===== src/design/pcbpa_pkg.sv =====
// Shared types, field widths and codes for the per-CPU block pool allocator.
package pcbpa_pkg;

    localparam int NUM_CPUS_DEF = 8;
    localparam int BLOCKS_PER_POOL_DEF = 64;

    // Request fields.
    localparam int FUNC_W  = 2;
    localparam int CPU_F_W = 3;
    localparam int BYTES_W = 16;
    localparam int HBLK_W  = 6;

    // Response fields.
    localparam int STATUS_W = 3;
    localparam int PCNT_W   = 7;
    localparam int TOT_W    = 32;
    localparam int SYSO_W   = 10;

    localparam int S_FIELDS_W = CPU_F_W + BYTES_W + CPU_F_W + HBLK_W;
    localparam int S_TDATA_W  = ((S_FIELDS_W + 7) / 8) * 8;
    localparam int S_PAD_W    = S_TDATA_W - S_FIELDS_W;

    localparam int M_FIELDS_W = CPU_F_W + HBLK_W + 2 * PCNT_W + 4 * TOT_W + SYSO_W;
    localparam int M_TDATA_W  = ((M_FIELDS_W + 7) / 8) * 8;
    localparam int M_PAD_W    = M_TDATA_W - M_FIELDS_W;

    localparam logic [BYTES_W-1:0] MAX_BYTES_RST = BYTES_W'(256);

    typedef enum logic [FUNC_W-1:0] {
        FUNC_ALLOC = 2'd0,
        FUNC_FREE  = 2'd1,
        FUNC_STATS = 2'd2
    } func_t;

    typedef enum logic [STATUS_W-1:0] {
        ST_OK          = 3'd0,
        ST_BAD_REQ     = 3'd1,
        ST_NO_BLOCK    = 3'd2,
        ST_NOT_LOCAL   = 3'd3,
        ST_DOUBLE_FREE = 3'd4
    } status_t;

    // Per-pool update commands for one processed request.
    typedef struct packed {
        logic take;        // mark the pool's lowest free block busy
        logic put_back;    // mark the addressed block free
        logic cnt_alloc;
        logic cnt_free;
        logic cnt_borrow;
        logic cnt_lend;
    } lane_op_t;

endpackage


===== src/design/pcbpa_steal_sel.sv =====
// Picks the other pool with strictly the most free blocks, lowest index on a tie.
module pcbpa_steal_sel #(
    parameter int NUM_CPUS = pcbpa_pkg::NUM_CPUS_DEF,
    parameter int CNT_W    = $clog2(pcbpa_pkg::BLOCKS_PER_POOL_DEF + 1),
    parameter int CPU_W    = $clog2(NUM_CPUS)
) (
    input  logic [CNT_W-1:0] free_cnt [NUM_CPUS],
    input  logic [CPU_W-1:0] excl_idx,
    output logic [CPU_W-1:0] best_idx,
    output logic             found
);
    localparam int LEAVES = 2 ** $clog2(NUM_CPUS);
    localparam int NODES  = 2 * LEAVES - 1;

    logic [CNT_W-1:0] node_cnt [NODES];
    logic [CPU_W-1:0] node_idx [NODES];

    // Heap-ordered comparison tree; the left child holds the lower pool index,
    // so it wins unless the right child is strictly larger.
    always_comb begin
        for (int k = 0; k < LEAVES; k++) begin
            node_idx[LEAVES - 1 + k] = CPU_W'(k);
            if (k < NUM_CPUS && CPU_W'(k) != excl_idx) begin
                node_cnt[LEAVES - 1 + k] = free_cnt[k];
            end else begin
                node_cnt[LEAVES - 1 + k] = '0;
            end
        end
        for (int n = LEAVES - 2; n >= 0; n--) begin
            if (node_cnt[2 * n + 2] > node_cnt[2 * n + 1]) begin
                node_cnt[n] = node_cnt[2 * n + 2];
                node_idx[n] = node_idx[2 * n + 2];
            end else begin
                node_cnt[n] = node_cnt[2 * n + 1];
                node_idx[n] = node_idx[2 * n + 1];
            end
        end
    end

    assign best_idx = node_idx[0];
    assign found    = (node_cnt[0] != '0);

endmodule


===== config.mk =====
export PLATFORM = sky130hd
export DESIGN_NAME = pcbpa_steal_sel
export DESIGN_NICKNAME = d
export VERILOG_FILES = /design/src/design/pcbpa_pkg.sv /design/src/design/pcbpa_steal_sel.sv
export SDC_FILE = /design/constraint.sdc
export NUM_CORES = 1
export LEC_CHECK = 0
export BUFFER_PORTS_ARGS = -buffer_cell sky130_fd_sc_hd__buf_2
export CAP_MARGIN = 40
export CELL_PAD_IN_SITES_DETAIL_PLACEMENT = 1
export CELL_PAD_IN_SITES_GLOBAL_PLACEMENT = 1
export CORE_MARGIN = 3
export CORE_UTILIZATION = 41
export DETAILED_ROUTE_END_ITERATION = 6
export PLACE_DENSITY = 0.95
export SETUP_SLACK_MARGIN = 0.2
export SYNTH_ARGS = -nofsm -noshare
export SYNTH_HDL_FRONTEND = slang
export SYNTH_SLANG_ARGS = --single-unit

===== constraint.sdc =====
create_clock -name vclk -period 21
set_input_delay 3.15 -clock vclk [all_inputs]
set_output_delay 3.15 -clock vclk [all_outputs]
set_load 0.1 [all_outputs]

### Word-level counts from Yosys, hierarchy flattened

Cells that the tools add are included.

| storage, ports and cells | value |
|---|---|
| bits of input ports | 59 |
| output and inout bits | 4 |
| register bits after elaboration | 0 |
| logic and storage cells | 38 |

| cells by class | value |
|---|---|
| reductions and logical operators | 2 |
| eq/ne operators | 7 |
| order comparisons | 7 |
| muxes and demuxes | 22 |

Operator list:

| cell | count |
|---|---|
| two-way mux 7 bit | 15 |
| > comparator 7 bit | 7 |
| != test 3 bit (first input constant) | 4 |
| two-way mux 3 bit | 3 |
| nonzero test 7 bit | 1 |
| != test 2 x 3 -> 1 bit (first input constant) | 2 |
| two-way mux 1 bit | 4 |
| != test 1 x 3 -> 1 bit (first input constant) | 1 |
| nonzero test 3 bit | 1 |

### Logic depth before layout (Yosys ltp)

| logic depth | value |
|---|---|
| depth in word-level cells | 9 |
| gate-level depth with buffers | 29 |
| mapped depth without buffers | 27 |

### Least setup slack after synthesis

Ideal clock, no wire load.

| timing path | value |
|---|---|
| path kind | in2out |
| start | input port excl_idx[1] |
| end | output port best_idx[1] |
| data arrival time | 9.984 ns |
| slack | 7.866 ns |
| path buffers | 3 |
| data required time | 17.850 ns |
| stages on the path | 26 |
| path through | or3b_1 -> clkbuf_1 -> nand2_1 -> inv_1 -> ha_1 -> a21oi_1 -> a21oi_1 -> o21bai_1 -> clkbuf_1 -> nor2_1 -> a31oi_1 -> ha_1 -> a211oi_1 -> nor2_1 -> nor3_1 -> o21bai_1 -> clkbuf_1 -> nor2_1 -> a21o_1 -> ha_1 -> nand4_1 -> a21oi_1 -> a2111oi_0 -> or2_2 -> inv_1 -> o21ai_1 |

| on the way | value |
|---|---|
| longest elaborated chain between the ends | 8 |
| elaborated cells on any way between the ends | 32 |
| those cells by class | order compare (7); eq/ne (7); mux (17); reduce/logical (1) |

Ends and longest elaborated chain:

| item | line | RTL |
|---|---|---|
| start: declaration | pcbpa_steal_sel.sv:8 | `input logic [CPU_W-1:0] excl_idx,` |
| != test 3 bit (tied with other cells) | pcbpa_steal_sel.sv:23 | `if (k < NUM_CPUS && CPU_W'(k) != excl_idx) begin` |
| two-way mux 7 bit | pcbpa_steal_sel.sv:23 |  |
| > comparator 7 bit | pcbpa_steal_sel.sv:30 | `if (node_cnt[2 * n + 2] > node_cnt[2 * n + 1]) begin` |
| two-way mux 7 bit | pcbpa_steal_sel.sv:30 |  |
| > comparator 7 bit | pcbpa_steal_sel.sv:30 |  |
| two-way mux 7 bit | pcbpa_steal_sel.sv:30 |  |
| > comparator 7 bit | pcbpa_steal_sel.sv:30 |  |
| two-way mux 3 bit (*) | pcbpa_steal_sel.sv:30 |  |
| end: declaration | pcbpa_steal_sel.sv:9 | `output logic [CPU_W-1:0] best_idx,` |

Every way passes the cells marked *; elsewhere a longest branch is shown, timed or not.

### Final worst setup path

| timing path | value |
|---|---|
| start | input port excl_idx[1] |
| end | output port found |

| on the way | value |
|---|---|
| longest elaborated chain between the ends | 9 |
| elaborated cells on any way between the ends | 31 |
| those cells by class | order compare (7); eq/ne (7); mux (15); reduce/logical (2) |

Ends and longest elaborated chain:

| item | line | RTL |
|---|---|---|
| != test 3 bit (tied with other cells) | pcbpa_steal_sel.sv:23 |  |
| two-way mux 7 bit | pcbpa_steal_sel.sv:23 |  |
| > comparator 7 bit | pcbpa_steal_sel.sv:30 |  |
| two-way mux 7 bit | pcbpa_steal_sel.sv:30 |  |
| > comparator 7 bit | pcbpa_steal_sel.sv:30 |  |
| two-way mux 7 bit | pcbpa_steal_sel.sv:30 |  |
| > comparator 7 bit | pcbpa_steal_sel.sv:30 |  |
| two-way mux 7 bit (*) | pcbpa_steal_sel.sv:30 |  |
| nonzero test 7 bit (*) | pcbpa_steal_sel.sv:41 | `assign found = (node_cnt[0] != '0);` |
| end: declaration | pcbpa_steal_sel.sv:10 | `output logic found` |

Marks and branches as above.

==> metrics list <==
* Hold Path Depth: 8
- For this run, the number of Yosys warnings is 0.
* Number of violations reported at the end of detailed-routing iteration 0: 118
- Critical Path End Type: output port
- Gate family responsible for the most delay along the worst path: compound AO/OA/AOI/OAI gates
- Number of sequential cells in the layout: 0
- Vias per inst: 5.736
* Placement-stage worst setup slack: 8.315 ns
- Once the clock tree was built, the resizer swapped 0 gates to a different size.
- Of the post-synthesis cell area, the dominant cell type holds 0.2862.
* Actual slew at the worst max-slew pin: 0.9096 ns
- The first global-routing pass estimated 12,230 µm of wire.
- The floorplan step set the die height to 78.28 µm.
* Pre-antenna DRT Iters: 4
- After filler insertion, the fill cell instance count of the layout stands at 712.
* Highest clock rate: 77.63 MHz
- Overall track demand over capacity in global routing: 0.2358
- Post-DR wirelength/cell: 15.76 µm
- For this run, the slowest stage of the critical path takes 0.71 ns.
- For this design, the slowest cell found on the critical path is a2111oi_0.
- Hold Fails Final Rpt: 0
- Placed inst area: 0.002534 mm²
- Dividing the final minimum period by the clock period gives 0.6134.
* Pins Over Slew Limit: 0
* Average cell area after synthesis: 6.471 µm²
* Cell types with the largest area share after synthesis: ha_1 29%, nand2_1 11%, inv_1 5.6%
* Starting utilization of the core area: 0.4390
* Overall routed net length: 7170 µm
- Startpoint type of the worst setup path: primary input
* Buffering stage count on the worst path with inverters included: 5
- The die covers 0.006128 mm².
- Post-detail-place hpwl: 6384 µm
* Layout cell share with drive strength beyond 1: 0.2113
- The worst-case IR drop observed on VDD is 0.0001304 V.
- The library cells used most frequently in the layout, excluding fill and tap cells, are 65 x nand2_1, 63 x buf_2, 49 x ha_1.
* Pin count of the biggest net entering global routing: 14
- Antenna fix cells: 0
- Minimum clock period: 12.88 ns
- The share of the Yosys chip area taken by registers is 0.
* Largest area contributor in the netlist: ha_1
- Fin worst setup slack: 8.118 ns
- Combined flip-flop and latch cell area: 0 µm²
- Cell count after synthesis: 331
* Leftover overflow at the end of global routing: 0
- The tightest hold path in the finished design has a slack of 7.375 ns.
* Hold buffer count at CTS: 0
* Outcome: finished clean
- The count of buffers added on input and output ports is 63.
* Most common library cell in the layout ignoring fill and taps: nand2_1
* Power Density: 77.78 mW/mm²
* Clock buffers: 0
* RSZ-0062 raised after global routing: no
- Once the clock tree was built, the setup fixing pass inserted 0 buffers.
* Required time of the critical path: 17.85 ns
* Via count: 2,610
- The initialized floorplan defines 25 standard-cell rows.
- The tightest min-delay check is of the primary input to output port type.
* Post-synth cell types: 42
- The number of global-route vias before repair is 2,712.
- Counting every net in the synthesized netlist gives 439.
* Category of the most critical setup path: primary input to output port
* # setup viols final: 0
- Reported max-cap violation count: 0
- Initial antenna violation count: 0
- The die is 78.28 µm wide.
- Once layout is done, the placed cells without fillers occupy 0.002534 mm².
- Summing all multi-input logic gate instances after layout gives 0.001977 mm².
* Setup total negative slack: 0 ns
- After the last flow step, the layout net total stands at 498.
- Arrival time of the worst setup path: 9.73 ns
* Layout area overhead: 18.28%
* Remaining routing DRC violations: 0
- Number of ports placed on the die boundary: 63
- Hold EP: found
- The analysis attributes to cell leakage a power of 1.432 nW.
- In this run the tightest slew margin relative to its limit is 0.3923.
* Maximum fanout encountered on the critical timing path: 13
- In this run the most critical hold path is launched from free_cnt[33].
- GPL Wtd Cong: 0.8522
- The detail route stage leaves a number of antenna-violating nets equal to 0.
- Summing every instance area after synthesis gives 0.002142 mm².
* Core region area: 0.004880 mm²
power by group:
part,internal (mW),switching (mW),leakage [nW]
Combinational,0.0647,0.132,1.43
Clock,0,0,0
Sequential,0,0,0
Total,0.0647,0.132,1.43
cell families (layout without fill, tap and decap cells):
logic type | count (synthesis) | in the layout | synth area share
and+or+nand+nor | 136 | 136 | 0.3055
AOI/OAI and AO/OA | 83 | 83 | 0.2342
adders and majority gates | 49 | 49 | 0.2862
buffers and inverters | 44 | 101 | 0.07710
muxes | 19 | 19 | 0.09696
synthesized netlist by cell type (all sizes together) (3+ instances only):
cell    count
nand2      65
ha         49
inv        33
o21ai      32
a21oi      23
nand3      22
nor2       18
mux2i      11
clkbuf     10
mux2        8
nand3b      8
nand4       6
a31oi       5
o21bai      5
and2        4
a21o        3
o211ai      3
o21a        3
final cells by class:
type                       count  share of cell area
inverter                      34             0.05037
multi-input combinational    287              0.7802
tap                           67             0.03309
timing repair buffer          67              0.1363
worst max path at each step:
| stage | cells after the start | to | slack [ns] | start |
|---|---|---|---|---|
| after floorplan | 26 | best_idx[1] | 7.87 | excl_idx[1] |
| after global placement | 25 | best_idx[1] | 8.37 | excl_idx[1] |
| after detailed placement | 28 | found | 8.31 | excl_idx[1] |
| after CTS | 28 | found | 8.30 | excl_idx[1] |
| after global routing | 28 | best_idx[1] | 7.75 | excl_idx[1] |
| final | 28 | found | 8.12 | excl_idx[1] |
per-layer routing:
| layer | vias to the layer above | routed length (µm) | track usage |
|---|---|---|---|
| li1 | 1297 | - | - |
| met1 | 1245 | 3246 | 0.3055 |
| met5 | - | 0 | 0 |
| met3 | 11 | 279 | 0.01720 |
| met2 | 57 | 3555 | 0.4289 |
| met4 | 0 | 89 | 0.04196 |
through the flow:
| step | utilization | total power, mW | instances |
|---|---|---|---|
| 6_report | 0.5192 | 0.1971 | 455 |
| 5_1_grt | 0.5192 | 0.2158 | 455 |
| 4_1_cts | 0.5192 | 0.1954 | 455 |
| 3_5_place_dp | 0.5192 | 0.1946 | 455 |
| 3_3_place_gp | 0.5131 | 0.1810 | 451 |
| 2_1_floorplan | - | 0.1486 | 331 |
Power figures use the tool's default switching activity.
